### config.mk
export PLATFORM = sky130hd
export DESIGN_NAME = hex_field_formatter_top
export DESIGN_NICKNAME = d
export VERILOG_FILES = /design/src/hdl/hff_pkg.sv /design/src/hdl/hex_field_formatter_top.sv
export VERILOG_INCLUDE_DIRS = /design/src /design/src/hdl
export SDC_FILE = /design/constraint.sdc
export NUM_CORES = 1
export LEC_CHECK = 0
export BUFFER_PORTS_ARGS = -buffer_cell sky130_fd_sc_hd__clkbuf_2
export CAP_MARGIN = 10
export CORE_UTILIZATION = 35
export DETAILED_ROUTE_END_ITERATION = 12
export HOLD_SLACK_MARGIN = 0.08
export PLACE_DENSITY = 0.59
export SYNTH_ARGS = -nofsm -noshare
export SYNTH_HDL_FRONTEND = slang
export SYNTH_SLANG_ARGS = --single-unit
### constraint.sdc
create_clock -name clk -period 10.9 [get_ports clk]
set_input_delay 1.635 -clock clk [delete_from_list [all_inputs] [get_ports clk]]
set_output_delay 1.635 -clock clk [all_outputs]
set_load 0.01 [all_outputs]
### src/hdl/assert_macros.svh
// assertion macros for the rtl files
// no dependencies; define NO_ASSERTIONS to compile them out
`ifndef ASSERT_MACROS_SVH
`define ASSERT_MACROS_SVH
`ifndef NO_ASSERTIONS
// same-cycle implication, checked out of reset
`define AST_IMP(label, clk, rst_n, a, b) \
  label: assert property (@(posedge clk) disable iff (!rst_n) (a) |-> (b)) \
    else $error("implication check failed");
// next-cycle implication, checked out of reset
`define AST_NXT(label, clk, rst_n, a, b) \
  label: assert property (@(posedge clk) disable iff (!rst_n) (a) |=> (b)) \
    else $error("next-cycle check failed");
`else
`define AST_IMP(label, clk, rst_n, a, b)
`define AST_NXT(label, clk, rst_n, a, b)
`endif
`endif

### src/hdl/hff_pkg.sv
// constants and the digit encoder for the hex field formatter
// no dependencies
`timescale 1ns / 1ps
package hff_pkg;

  localparam int unsigned NIB_W      = 4;
  localparam int unsigned VAL_W      = 32;
  localparam int unsigned NUM_DIGITS = VAL_W / NIB_W;

  localparam logic [7:0] CHR_SPACE = 8'h20;
  localparam logic [7:0] CHR_ZERO  = 8'h30;
  localparam logic [7:0] CHR_LOW_A = 8'h61;
  localparam logic [7:0] CHR_UP_A  = 8'h41;

  // ascii code of one hex digit
  function automatic logic [7:0] hex_char(input logic [NIB_W-1:0] nib, input logic upper);
    logic [7:0] base;
    base = upper ? CHR_UP_A : CHR_LOW_A;
    if (nib < 4'd10) begin
      hex_char = CHR_ZERO + 8'(nib);
    end else begin
      hex_char = base + 8'(nib - 4'd10);
    end
  endfunction

endpackage

### src/hdl/hex_field_formatter_top.sv
// hex field formatter: one 32-bit value in, its printf-style hex text out
// depends on hff_pkg and assert_macros.svh
`timescale 1ns / 1ps
`include "assert_macros.svh"
//
//  channel  direction  payload                                       handshake
//  in_      input      value, uppercase, field_width, precision,     in_valid / in_ready
//                      precision_given, left_justify
//  out_     output     character, last_char, total_length            out_valid / out_ready
//
// one item is accepted, then scanned: leading zero nibbles of the value are shifted out
// by the one shared 32-bit shifter until the first digit shows (a zero value keeps one
// digit); then it is sized and sent one character per cycle unless out_ready stalls:
// len = max(width, precision, ndigits) <= MAX_WIDTH characters in all
// rst_n is synchronous, active low; it clears the sequencer and the output valid
// a stalled out_ready holds the output register and the character sequencer
// in_ready is high only while the sequencer is idle; the last character may still
// wait in the output register while the next item is taken
// an empty field (no digits, no padding) gives no transfer at all
module hex_field_formatter_top #(
  parameter int MAX_WIDTH = 32
) (
  input  logic        clk,
  input  logic        rst_n,
  input  logic        in_valid,
  output logic        in_ready,
  input  logic [31:0] in_value,
  input  logic        in_uppercase,
  input  logic [5:0]  in_field_width,
  input  logic [5:0]  in_precision,
  input  logic        in_precision_given,
  input  logic        in_left_justify,
  output logic        out_valid,
  input  logic        out_ready,
  output logic [7:0]  out_character,
  output logic        out_last_char,
  output logic [5:0]  out_total_length
);

  // count width: holds 0..MAX_WIDTH
  localparam int CW = $clog2(MAX_WIDTH + 1);
  localparam logic [CW-1:0] MAXW = CW'(MAX_WIDTH);
  localparam int NW = hff_pkg::NIB_W;

  typedef enum logic [1:0] {ST_IDLE, ST_SCAN, ST_CALC, ST_EMIT} state_t;

  state_t                  state_r, state_nxt;
  logic [hff_pkg::VAL_W-1:0] sh_r, sh_nxt;     // shared shifter, top nibble is next digit
  logic [3:0]              dg_r, dg_nxt;       // digits still to send
  logic                    upper_r, upper_nxt;
  logic                    dot_r, dot_nxt;
  logic                    left_r, left_nxt;
  logic [CW-1:0]           wid_r, wid_nxt;
  logic [CW-1:0]           prec_r, prec_nxt;
  logic [CW-1:0]           zr_r, zr_nxt;       // leading zeros still to send
  logic [CW-1:0]           sp_r, sp_nxt;       // spaces still to send
  logic [CW-1:0]           rem_r, rem_nxt;     // characters still to send
  logic [5:0]              tot_r, tot_nxt;     // field length, 6-bit wrap
  logic                    out_valid_r, out_valid_nxt;
  logic [7:0]              out_char_r, out_char_nxt;
  logic                    out_last_r, out_last_nxt;
  logic [5:0]              out_len_r, out_len_nxt;

  // sizing terms, used in ST_CALC
  logic [CW-1:0] nd_c, body_c, len_c;
  logic          adv;

  assign adv = !out_valid_r || out_ready;

  always_comb begin
    // digit count is zero for a zero value with an explicit zero precision
    nd_c   = (sh_r == '0 && dot_r && prec_r == '0) ? '0 : CW'(dg_r);
    body_c = (prec_r > nd_c) ? prec_r : nd_c;
    len_c  = (wid_r > body_c) ? wid_r : body_c;
  end

  always_comb begin
    state_nxt     = state_r;
    sh_nxt        = sh_r;
    dg_nxt        = dg_r;
    upper_nxt     = upper_r;
    dot_nxt       = dot_r;
    left_nxt      = left_r;
    wid_nxt       = wid_r;
    prec_nxt      = prec_r;
    zr_nxt        = zr_r;
    sp_nxt        = sp_r;
    rem_nxt       = rem_r;
    tot_nxt       = tot_r;
    out_valid_nxt = out_valid_r;
    out_char_nxt  = out_char_r;
    out_last_nxt  = out_last_r;
    out_len_nxt   = out_len_r;

    // output register drains when taken
    if (out_valid_r && out_ready) begin
      out_valid_nxt = 1'b0;
    end

    case (state_r)
      ST_IDLE: begin
        if (in_valid) begin
          sh_nxt    = in_value;
          dg_nxt    = 4'(hff_pkg::NUM_DIGITS);
          upper_nxt = in_uppercase;
          dot_nxt   = in_precision_given;
          left_nxt  = in_left_justify;
          // width and precision saturate at MAX_WIDTH
          wid_nxt   = (32'(in_field_width) > 32'(MAX_WIDTH)) ? MAXW : CW'(in_field_width);
          prec_nxt  = (32'(in_precision) > 32'(MAX_WIDTH)) ? MAXW : CW'(in_precision);
          state_nxt = ST_SCAN;
        end
      end
      ST_SCAN: begin
        // strip one leading zero nibble per cycle, keep at least one digit
        if (sh_r[hff_pkg::VAL_W-1 -: NW] == '0 && dg_r > 4'd1) begin
          sh_nxt = {sh_r[hff_pkg::VAL_W-NW-1:0], {NW{1'b0}}};
          dg_nxt = dg_r - 4'd1;
        end else begin
          state_nxt = ST_CALC;
        end
      end
      ST_CALC: begin
        dg_nxt    = 4'(nd_c);
        zr_nxt    = body_c - nd_c;
        sp_nxt    = len_c - body_c;
        rem_nxt   = len_c;
        tot_nxt   = 6'(len_c);
        state_nxt = (len_c == '0) ? ST_IDLE : ST_EMIT;
      end
      ST_EMIT: begin
        if (adv) begin
          out_valid_nxt = 1'b1;
          out_last_nxt  = (rem_r == CW'(1));
          out_len_nxt   = tot_r;
          if (!left_r && sp_r != '0) begin
            out_char_nxt = hff_pkg::CHR_SPACE;
            sp_nxt       = sp_r - CW'(1);
          end else if (zr_r != '0) begin
            out_char_nxt = hff_pkg::CHR_ZERO;
            zr_nxt       = zr_r - CW'(1);
          end else if (dg_r != '0) begin
            out_char_nxt = hff_pkg::hex_char(sh_r[hff_pkg::VAL_W-1 -: NW], upper_r);
            sh_nxt       = {sh_r[hff_pkg::VAL_W-NW-1:0], {NW{1'b0}}};
            dg_nxt       = dg_r - 4'd1;
          end else begin
            // trailing spaces of a left-justified field
            out_char_nxt = hff_pkg::CHR_SPACE;
            sp_nxt       = sp_r - CW'(1);
          end
          rem_nxt = rem_r - CW'(1);
          if (rem_r == CW'(1)) begin
            state_nxt = ST_IDLE;
          end
        end
      end
      default: begin
        state_nxt = ST_IDLE;
      end
    endcase
  end

  always_ff @(posedge clk) begin
    if (!rst_n) begin
      state_r     <= ST_IDLE;
      out_valid_r <= 1'b0;
    end else begin
      state_r     <= state_nxt;
      out_valid_r <= out_valid_nxt;
    end
    sh_r       <= sh_nxt;
    dg_r       <= dg_nxt;
    upper_r    <= upper_nxt;
    dot_r      <= dot_nxt;
    left_r     <= left_nxt;
    wid_r      <= wid_nxt;
    prec_r     <= prec_nxt;
    zr_r       <= zr_nxt;
    sp_r       <= sp_nxt;
    rem_r      <= rem_nxt;
    tot_r      <= tot_nxt;
    out_char_r <= out_char_nxt;
    out_last_r <= out_last_nxt;
    out_len_r  <= out_len_nxt;
  end

  assign in_ready         = (state_r == ST_IDLE);
  assign out_valid        = out_valid_r;
  assign out_character    = out_char_r;
  assign out_last_char    = out_last_r;
  assign out_total_length = out_len_r;

  // in ST_EMIT the three padding and digit counters add up to what is left to send
  logic [CW:0] cnt_sum;
  assign cnt_sum = (CW+1)'(sp_r) + (CW+1)'(zr_r) + (CW+1)'(dg_r);

  `AST_IMP(a_emit_nonempty, clk, rst_n, state_r == ST_EMIT, rem_r != '0)
  `AST_IMP(a_cnt_sum, clk, rst_n, state_r == ST_EMIT, cnt_sum == (CW+1)'(rem_r))
  `AST_NXT(a_accept_scan, clk, rst_n, in_valid && in_ready, state_r == ST_SCAN)
  `AST_NXT(a_last_done, clk, rst_n,
           state_r == ST_EMIT && adv && rem_r == CW'(1),
           state_r == ST_IDLE && out_valid_r && out_last_r)

endmodule
==> out/results.ini, run 1 <==
[run_status]
run_status=completed

[floorplanning]
die_area_um2=15200
rows=44
pin_count=68
die_h_um=123
fp.dieW_um=123
start_util_pct=35.7
design.core.area_um2=14500

[routing]
via_count=3353
wl_mm=10.1
drt_pass1_iterations=4
wl_per_cell_um=14.7
drt_iter0_markers=218
antenna_left=0
drcViolationCount=0
avgViaCountPerCell=4.90

[sta]
skew_ns=0.00575
timing_max_transition_violations_final=0
worstMarginPinSlew_ns=1.05
period_needed_ns=6.94
fin_crit_sh_pct=63.7
setup_viol=0
finalHoldViolations=0
rsz0062_at_grt=no
setup_tns_ns=0
fmax_ghz=0.144
max_slew_margin_pct=30.1

[clock_network]
htreeDepth=3
clock_sinks=93
cts_tree=done
cts_buffers=9
cts_root_buf=clkbuf_16
hold_buffers=0
clk_latency_ns=0.35
path_clk_slew_ns=0.06
cts_buffer_depth=2
cts_resized=0
postCtsSetupBuffers=0

[synthesis]
ys_ff_latch=93
syn_area_per_cell_um2=12.0
yosysTopAreaCellShare_pct=52.3
synthArstFlopShare_pct=0
ys_seq_area_share_pct=53.5
synth.area.top_cells=edfxtp_1 52%, ha_1 8.2%, mux2_2 7.0%
netlist_area_um2=5160
yosys.area.top_type=edfxtp_1
synth_edf_count=90
syn_nets=516
synth_warnings=0
ys_types=52
synth-main-ff-cell=edfxtp_1
synthCells=429

[grt]
grt_max_degree=44
grt_pass1_vias=3280
antenna_found_initial=0
grt_pass1_wl_mm=16.5
grt_overflow=0
grt_util_all_layers_pct=14.3

[worst_setup_path]
cp_max_fo=14
criticalPathCategory=reg -> reg
r2r.worst_path.cells=25
critPathRequiredTime_ns=10.95
cp_data_arrival_time_ns=7.00
start_kind=flop
critPathCaptureType=flop

[layout]
stdcell_count=684
final_layout_size_suffix_gt1_share_pct=25.2
area_growth_pct=15.2
final_net_count=582
n_antenna_cell=0
nFillCells=1389

[power]
p_int_mw=0.807
p_sw_mw=0.380
power.density_nw_per_um2=199
sequentialPowerShare_pct=45.0
ir_drop_mv=0.0887
switching_share_pct=32.1
combPwrFrac_pct=31.4
leakagePower_nw=2.37
clkPwrFrac_pct=23.5

[placement]
dp.cells=668
numPortBuffers=67
gp_congestion=0.837
dp_hpwl_mm=7.64

[hold_path]
hold_depth=0
hp-class=reg -> reg

[job]
cap_violations=0

## critical path, stage by stage (launching register included)
cell and delay [ns]:
edfxtp_1 0.41, inv_1 0.14, ha_1 0.16, nor3b_1 0.29, nand4_1 0.24, o31ai_1 0.67, ha_1 0.38, and4_1 0.18
a32o_1 0.29, nor2_4 0.23, mux2i_1 0.47, inv_1 0.21, ha_1 0.34, nand2b_1 0.05, a21oi_1 0.14, o32a_1 0.54
nor4_1 0.17, a211oi_1 0.43, ha_1 0.22, inv_1 0.06, fa_1 0.41, a21oi_1 0.17, nor2_1 0.06, nor2_1 0.12
xor2_1 0.16, a21oi_1 0.08
## cells in the final DEF (no fill, tap or decap), drive strengths merged, types with 5 or more instances in the layout
master | netlist | layout
inv | 36 | 36
edfxtp | 90 | 90
a21o | 5 | 5
nand2 | 26 | 26
xnor2 | 17 | 17
a21oi | 19 | 19
nand4 | 5 | 5
nor4 | 8 | 8
nor2b | 21 | 21
xor2 | 11 | 11
nor3 | 11 | 11
mux2i | 9 | 9
clkbuf | 9 | 79
nor2 | 27 | 27
mux2 | 32 | 32
ha | 34 | 34
o21ai | 15 | 15
## per-layer routing
layer  global-route usage, %  routed length [um]  vias up
li1                        -                   -     1681
met1                    19.3                4870     1599
met2                    22.3                4690       67
met3                    3.83                 425        6
met4                    4.59                  78        0
met5                       0                   0        -
## power groups by stage
stage | logic, mW | registers [mW] | clock network, mW
finish | 0.373 | 0.535 | 0.280
global placement | 0.358 | 0.539 | 0
detailed placement | 0.370 | 0.542 | 0
CTS | 0.374 | 0.535 | 0.288
floorplan | 0.285 | 0.527 | 0
global route | 0.422 | 0.544 | 0.301
## synthesized netlist by cell type, types with 2 or more instances
| library cell | instances |
|---|---|
| mux2i_1 | 9 |
| a21oi_1 | 19 |
| nor3b_1 | 2 |
| nor3_1 | 11 |
| and2_1 | 3 |
| ha_1 | 34 |
| nand2b_1 | 2 |
| xor2_1 | 11 |
| dfxtp_1 | 3 |
| a2111oi_2 | 2 |
| inv_2 | 2 |
| clkbuf_1 | 9 |
| o21ai_1 | 2 |
| mux2_2 | 32 |
| a211oi_1 | 4 |
| or3_1 | 2 |
| and3_1 | 4 |
| nand2_1 | 26 |
| nand4_1 | 5 |
| buf_1 | 4 |
| nor4_2 | 2 |
| nor2b_1 | 21 |
| xnor2_1 | 17 |
| inv_1 | 34 |
| o21ai_0 | 13 |
| nor4_1 | 6 |
| o31ai_1 | 3 |
| nor2_1 | 26 |
| edfxtp_1 | 90 |
| a21o_1 | 5 |
| o32a_1 | 2 |
| fa_1 | 2 |
| nand3_1 | 3 |
## per-stage QoR
stage,power (mW),setup slack (ns),cell area (um2),hold WS (ns),util [%]
after detailed placement,0.913,3.98,5690,0.408,39.3
after global routing,1.27,3.37,5950,0.430,41.1
after global placement,0.897,4.36,5690,0.403,39.3
after CTS,1.20,3.95,5950,0.423,41.1
final,1.19,3.96,5950,0.421,41.1
after floorplan,0.812,5.00,5160,0.400,-
## cells by family (layout without fill, tap and decap cells)
| kind of cell | after synthesis | count (layout) | synth area share [%] |
|---|---|---|---|
| muxes | 41 | 41 | 8.72 |
| DFF | 93 | 93 | 53.5 |
| AOI/OAI and AO/OA | 59 | 59 | 7.41 |
| adders and majority gates | 36 | 36 | 9.01 |
| buffers and inverters | 51 | 122 | 3.88 |
| xor gates and xnor gates | 28 | 28 | 4.75 |
| and+or+nand+nor | 121 | 121 | 12.7 |
## path summary, 6_finish.rpt
path              startpoint  slack, ns                   to
setup / recovery    sh_r[29]       3.96              sp_r[4]
hold / removal      tot_r[5]       0.42  out_total_length[5]
hold reg to reg     tot_r[5]       0.42  out_total_length[5]
setup reg to reg    sh_r[29]       3.96              sp_r[4]
## area by class of cell
class	count	area, um2	share of cell area, %
Clock inverter	4	25.0	0.420
Clock buffer	12	236	3.97
Multi-Input combinational cell	285	2200	37.0
Tap cell	184	230	3.87
Sequential cell	93	2760	46.4
Inverter	36	135	2.27
Timing Repair Buffer	70	358	6.01
## state kept, by name, indices dropped and copies added, names as in the netlist, 2 cells and up
| name | flops |
|---|---|
| sp_r | 6 |
| wid_r | 6 |
| prec_r | 6 |
| state_r | 2 |
| tot_r | 6 |
| rem_r | 6 |
| sh_r | 32 |
| dg_r | 4 |
| out_character | 8 |
| out_total_length | 6 |
| zr_r | 6 |
Note: power is estimated with default switching activity, not from simulation.
==> inputs of run 2 (changes only) <==
Settings changed: ABC_AREA set to 1, PLACE_DENSITY 0.59 to 0.61.
Clock period 10.9 ns to 6.08 ns, I/O delays scaled along.
==> run 2 against run 1 <==
  * Register-to-register slack got worse by 3.0 ns
  * Hold slack improved by 0.0018 ns
  * Worst setup slack got worse by 3.0 ns
  * Sequential power rose by 140%
  * Sequential share of layout area fell by 1.3 points
  * Critical endpoint is now sp_r[5]
  * Cell count rose by 23%
  * Utilization rose by 0.71 points
  * Die area rose by 2.6%
  * Largest cell class unchanged
  * Area after synthesis rose by 2.6%
  * Count of clock-buffer cells in the layout fell by 2
  * Global-route usage rose by 0.20 points
  * Via count rose by 17%
==> out/results.ini, run 2 <==
[floorplanning]
fp.dieW_um=125  ; +1.3%
start_util_pct=36.2  ; +0.52 points
design.core.area_um2=14600  ; +1.1%
rows=44  ; unchanged
die_h_um=125  ; +1.3%
die_area_um2=15600  ; +2.6%
pin_count=68  ; unchanged

[synthesis]
ys_types=42  ; -19%
yosysTopAreaCellShare_pct=51.0  ; -1.3 points
yosysMostFrequentCell=nand2_1
synth-main-ff-cell=edfxtp_1
syn_area_per_cell_um2=9.06  ; -25%
synthArstFlopShare_pct=0  ; unchanged
synth_common_cells=156 x nand2_1, 90 x edfxtp_1, 74 x nor2_1, 73 x inv_1, 34 x ha_1
synth_warnings=0  ; unchanged
ys_ff_latch=93  ; unchanged
synthCells=585  ; +36%
yosys.area.top_type=edfxtp_1
ys_seq_area_share_pct=52.1  ; -1.4 points
synth_edf_count=90  ; unchanged
netlist_area_um2=5300  ; +2.6%
syn_nets=672  ; +30%
synth.area.top_cells=edfxtp_1 51%, nand2_1 11%, ha_1 8.0%

[layout]
mostFrequentLayoutCells=156 x nand2_1, 90 x edfxtp_1, 74 x nor2_1
largest_register=sh_r
area_growth_pct=15.5
final_layout_size_suffix_gt1_share_pct=17.6  ; -7.6 points
n_antenna_cell=0  ; unchanged
final_common_cell=nand2_1
final_net_count=742  ; +27%
largest_reg_flops=32  ; unchanged

[power]
p_sw_mw=1.36  ; +260%
power.density_nw_per_um2=542  ; +170%
p_int_mw=1.96  ; +140%
leakagePower_nw=2.78  ; +17%
ir_drop_mv=0.182  ; +100%
finalPower_mw=3.32  ; +180%
sequentialPowerShare_pct=38.7  ; -6.3 points
clkPwrFrac_pct=15.4  ; -8.1 points
switching_share_pct=41.0  ; +8.9 points
combPwrFrac_pct=45.9  ; +14 points

[routing]
drt_pass1_iterations=6  ; +2
wl_mm=10.6  ; +5.3%
wl_per_cell_um=12.6  ; -15%
avgViaCountPerCell=4.66  ; -4.9%
drcViolationCount=0  ; unchanged
via_count=3934  ; +17%
drt_iter0_markers=276  ; +27%
antenna_left=0  ; unchanged

[placement]
numPortBuffers=67  ; unchanged
gp_congestion=0.849  ; +1.4%
dp_hpwl_mm=8.17  ; +6.9%

[worst_setup_path]
cpPeakStageDelay_ns=0.44  ; -0.23 ns
crit_path_frequent_cell=nand2_1
cp_max_fo=8  ; -6
cp_data_arrival_time_ns=5.26  ; -1.74 ns
worst_path_max_delay_cell=edfxtp_1
criticalPathCategory=reg -> reg
start_kind=flop
cp_top_family=simple AND/OR/NAND/NOR gates
critPathCaptureType=flop
critPathRequiredTime_ns=6.18  ; -4.77 ns
timing.critical_path.buf_inv=6  ; +3

[grt]
grt_overflow=0  ; unchanged
grt_pass1_vias=3940  ; +20%
grt_max_degree=37  ; -16%
grt_pass1_wl_mm=17.9  ; +8.7%
antenna_found_initial=0  ; unchanged
grt_util_all_layers_pct=14.5  ; +0.20 points

[sta]
period_needed_ns=5.16  ; -1.79 ns
finalHoldViolations=0  ; unchanged
fmax_ghz=0.194  ; +35%
rsz0062_at_grt=no
skew_ns=0.00944  ; +0.00369 ns
setup_viol=0  ; unchanged
fin_crit_sh_pct=84.8  ; +21 points
timing_max_transition_violations_final=0  ; unchanged
worstMarginPinSlew_ns=0.922  ; -0.124 ns
max_slew_margin_pct=38.4  ; +8.4 points
setup_tns_ns=0  ; unchanged

[clock_network]
cts_buffer_depth=2  ; unchanged
cts_buffers=9  ; unchanged
hold_buffers=0  ; unchanged
postCtsSetupBuffers=0  ; unchanged
cts_root_buf=clkbuf_16
clk_latency_ns=0.35  ; about the same
cts_tree=done
cts_resized=0  ; unchanged
clock_sinks=93  ; unchanged
htreeDepth=3  ; unchanged
path_clk_slew_ns=0.06  ; about the same

[job]
cap_violations=0  ; unchanged

[hold_path]
hp-class=reg -> reg

[run_status]
run_status=completed

-- run 2: cell types whose count changed in the layout (fill, tap and decap cells not counted), sizes merged, moves of 5 or more --
cell / delta
nand3: +16
nor2: +49
nand2: +141
o21ai: +8
xor2: -5
nor4: -8
mux2i: -8
mux2: -32
xnor2: -7
nor2b: -21
inv: +45
o22ai: +5
-- run 2: kinds of logic (layout without fill, tap and decap cells) --
kind of cell	count (synthesis)	after routing	synth area share, %
buf+inv	92	167	6.56
mux	1	1	0.189
flops	93	93	52.1
fa+ha+maj	36	36	8.78
compound gates	63	63	7.01
xor+xnor	16	16	2.64
simple gates	284	284	22.7
-- run 2: power by group through the flow --
| stage | registers (mW) | clock network [mW] | logic, mW |
|---|---|---|---|
| 2_1_floorplan | 1.27 | 0 | 1.15 |
| 3_3_place_gp | 1.29 | 0 | 1.48 |
| 3_5_place_dp | 1.30 | 0 | 1.53 |
| 4_1_cts | 1.29 | 0.532 | 1.53 |
| 5_1_grt | 1.32 | 0.553 | 1.75 |
| 6_report | 1.29 | 0.512 | 1.52 |
-- run 2: final cells by class --
cell class                      count  area (um2)
Clock inverter                      6        37.5
Inverter                           79         297
Sequential cell                    93        2760
Timing Repair Buffer               72         373
Multi-Input combinational cell    400        2190
Fill cell                        1473        8520
Tap cell                          184         230
Clock buffer                       10         229
-- run 2: final timing paths --
path / from / endpoint / slack [ns] / depth (start not counted)
worst max-delay path: sh_r[28] / sp_r[5] / 0.92 / 35
worst min-delay path: tot_r[0] / out_total_length[0] / 0.42 / 0
worst max register to register: sh_r[28] / sp_r[5] / 0.92 / 35
worst min register to register: tot_r[0] / out_total_length[0] / 0.42 / 0
-- run 2: layer usage --
| metal | routed length (um) | vias up | track usage, % |
|---|---|---|---|
| met2 | 4980 | 80 | 24.3 |
| met1 | 4940 | 1776 | 17.8 |
| met3 | 475 | 16 | 3.85 |
| li1 | - | 2062 | - |
| met5 | 0 | - | 0 |
| met4 | 206 | 0 | 5.74 |
-- run 2: stage by stage --
step	instance area (um2)	setup slack, ns	hold WS, ns	std cells	util (%)
6_report	6120	0.923	0.423	844	41.8
5_1_grt	6120	0.413	0.429	844	41.8
4_1_cts	6120	0.932	0.424	844	41.8
3_5_place_dp	5860	0.969	0.409	828	40.0
3_3_place_gp	5860	1.18	0.405	828	40.0
2_1_floorplan	5300	1.59	0.400	585	-
==> inputs of run 3 (changes only) <==
Settings changed: ABC_AREA 1 to 0, PLACE_DENSITY 0.61 to 0.59.
Clock period 6.08 ns to 5.1 ns, I/O delays scaled along.
==> run 3 against run 2 <==
  * The flow now finishes with violations (negative setup slack)
  * Utilization up 5.1 points
  * Register-to-register slack lost 1.2 ns
  * Critical path depth decreased by 7
  * Combinational power is 26% lower
  * Highest routed layer unchanged
==> out/results.ini, run 3 (synthesis gave the netlist of run 1 again) <==
[run_status]
run_status=finished with violations
violations=negative setup slack

[worst_setup_path]
critPathCaptureType=flop
cpPeakStageDelay_ns=0.40  ; -0.04 ns
criticalPathCategory=reg -> reg
worst_path_max_delay_cell=edfxtp_1
cp_data_arrival_time_ns=5.42  ; +0.16 ns
critPathRequiredTime_ns=5.19  ; -0.99 ns
crit_path_frequent_cell=buf_4
cp_max_fo=4  ; -4
start_kind=flop

[clock_network]
clock_sinks=93  ; unchanged
clk_latency_ns=0.35  ; about the same
cts_buffers=9  ; unchanged
cts_root_buf=clkbuf_16
cts_buffer_depth=2  ; unchanged
path_clk_slew_ns=0.07  ; about the same
htreeDepth=3  ; unchanged
cts_tree=done
hold_buffers=0  ; unchanged

[sta]
max_slew_margin_pct=43.3  ; +4.9 points
timing_max_transition_violations_final=0  ; unchanged
setup_viol=5  ; +5
worstMarginPinSlew_ns=0.850  ; -0.0723 ns
skew_ns=0.0140  ; +0.00451 ns
period_needed_ns=5.33  ; +0.176 ns
setup_ws_ns=-0.234  ; -1.16 ns
fmax_ghz=0.187  ; -3.3%
rsz0062_at_grt=yes
fin_crit_sh_pct=105  ; +20 points
holdWs_ns=0.420  ; -0.00238 ns
finalHoldViolations=0  ; unchanged

[power]
finalPower_mw=2.88  ; -13%
power.density_nw_per_um2=424  ; -22%
ir_drop_mv=0.185  ; +1.8%
leakagePower_nw=2.77  ; -0.35%

[placement]
gp_congestion=0.829  ; -2.3%
numPortBuffers=67  ; unchanged
dp_hpwl_mm=8.20  ; +0.36%
dp.cells=725  ; -12%
post-place-ws_ns=-0.386  ; -1.35 ns

[floorplanning]
die_area_um2=15200  ; -2.5%
pin_count=68  ; unchanged
die_h_um=123  ; -1.3%
start_util_pct=35.7  ; -0.52 points
fp.dieW_um=123  ; -1.3%
rows=44  ; unchanged
design.core.area_um2=14500  ; -1.1%

[layout]
area_growth_pct=31.5
largest_register=sh_r
post-route-util_pct=46.9  ; +5.1 points
stdcell_count=762  ; -9.7%
mostFrequentLayoutCells=90 x edfxtp_1, 78 x buf_4, 67 x clkbuf_2
nFillCells=1319  ; -10%
final_net_count=660  ; -11%
largest_reg_flops=32  ; unchanged
final_layout_size_suffix_gt1_share_pct=41.2  ; +24 points
n_antenna_cell=0  ; unchanged
final_common_cell=edfxtp_1

[routing]
antenna_left=0  ; unchanged
drcViolationCount=0  ; unchanged
wl_per_cell_um=14.5  ; +15%
drt_iter0_markers=199  ; -28%
avgViaCountPerCell=4.79  ; +2.7%
drt_pass1_iterations=5  ; -1
wl_mm=11.0  ; +4.2%
via_count=3648  ; -7.3%

[grt]
grt_util_all_layers_pct=15.6  ; +1.1 points
grt_max_degree=44  ; +19%
grt_overflow=0  ; unchanged
grt_pass1_vias=3678  ; -6.6%
antenna_found_initial=0  ; unchanged
grt_pass1_wl_mm=18.0  ; +0.54%

[hold_path]
hp-class=reg -> reg

[job]
cap_violations=0  ; unchanged

-- run 3: changes by cell type in the layout (fill, tap and decap cells not counted), moves of 13 or more --
cell / before / now
nand3_1: 15 / 2
mux2_2: 0 / 31
nand2_1: 156 / 26
inv_1: 73 / 28
buf_4: 5 / 78
nor2_1: 74 / 26
nor2b_1: 0 / 20
-- run 3: metal layers --
layer	global-route usage, %	wire length (um)	part of all wire [%]	vias up
li1	-	-	-	1841
met1	19.9	5140	47	1729
met2	26.4	5410	49	66
met3	3.60	376	3.4	12
met4	4.29	120	1.1	0
met5	0	0	0	-
-- run 3: timing repair --
item                                    4_1_cts  5_1_grt
resized for setup                            19        3
cloned                                        1        0
pin swaps                                    18        8
setup buffers                                18        2
endpoints found under the setup margin        5        8
-- run 3: path summary, 6_finish.rpt --
path / startpoint / end / slack (ns) / cells after the start
max: sh_r[29] / sp_r[4] / -0.23 / 28
min: tot_r[1] / out_total_length[1] / 0.42 / 0
max reg2reg: sh_r[29] / sp_r[4] / -0.23 / 28
min reg2reg: tot_r[1] / out_total_length[1] / 0.42 / 0
-- run 3: area by class of cell --
cell class	count	area (um2)	area share, %
clock inverters	2	12.5	0.184
multi-input cells	286	2440	36.0
flip-flops and latches	93	2760	40.7
repair buffers	147	952	14.0
clock buffers	14	254	3.74
well taps	184	230	3.39
inverters	36	135	1.99
-- run 3: worst max-delay path: cells and delay by family (launching register included) --
kind | cells | cell delay [ns]
AOI/OAI and AO/OA | 7 | 1.25
xor gates and xnor gates | 1 | 0.15
adders and majority gates | 5 | 1.17
buffers and inverters | 6 | 0.71
DFF | 1 | 0.40
muxes | 1 | 0.26
and+or+nand+nor | 8 | 1.11
-- run 3: report_power, final --
group | switching, mW | internal (mW)
combinational | 0.538 | 0.586
sequential | 0.0926 | 1.05
clock | 0.272 | 0.344
-- run 3: through the flow --
step / cell area [um2] / TNS [ns]
6_report: 6790 / -0.877
5_1_grt: 6790 / -2.42
4_1_cts: 6770 / -0.640
3_5_place_dp: 6230 / -1.63
3_3_place_gp: 6230 / -0.928
2_1_floorplan: 5290 / -0.674
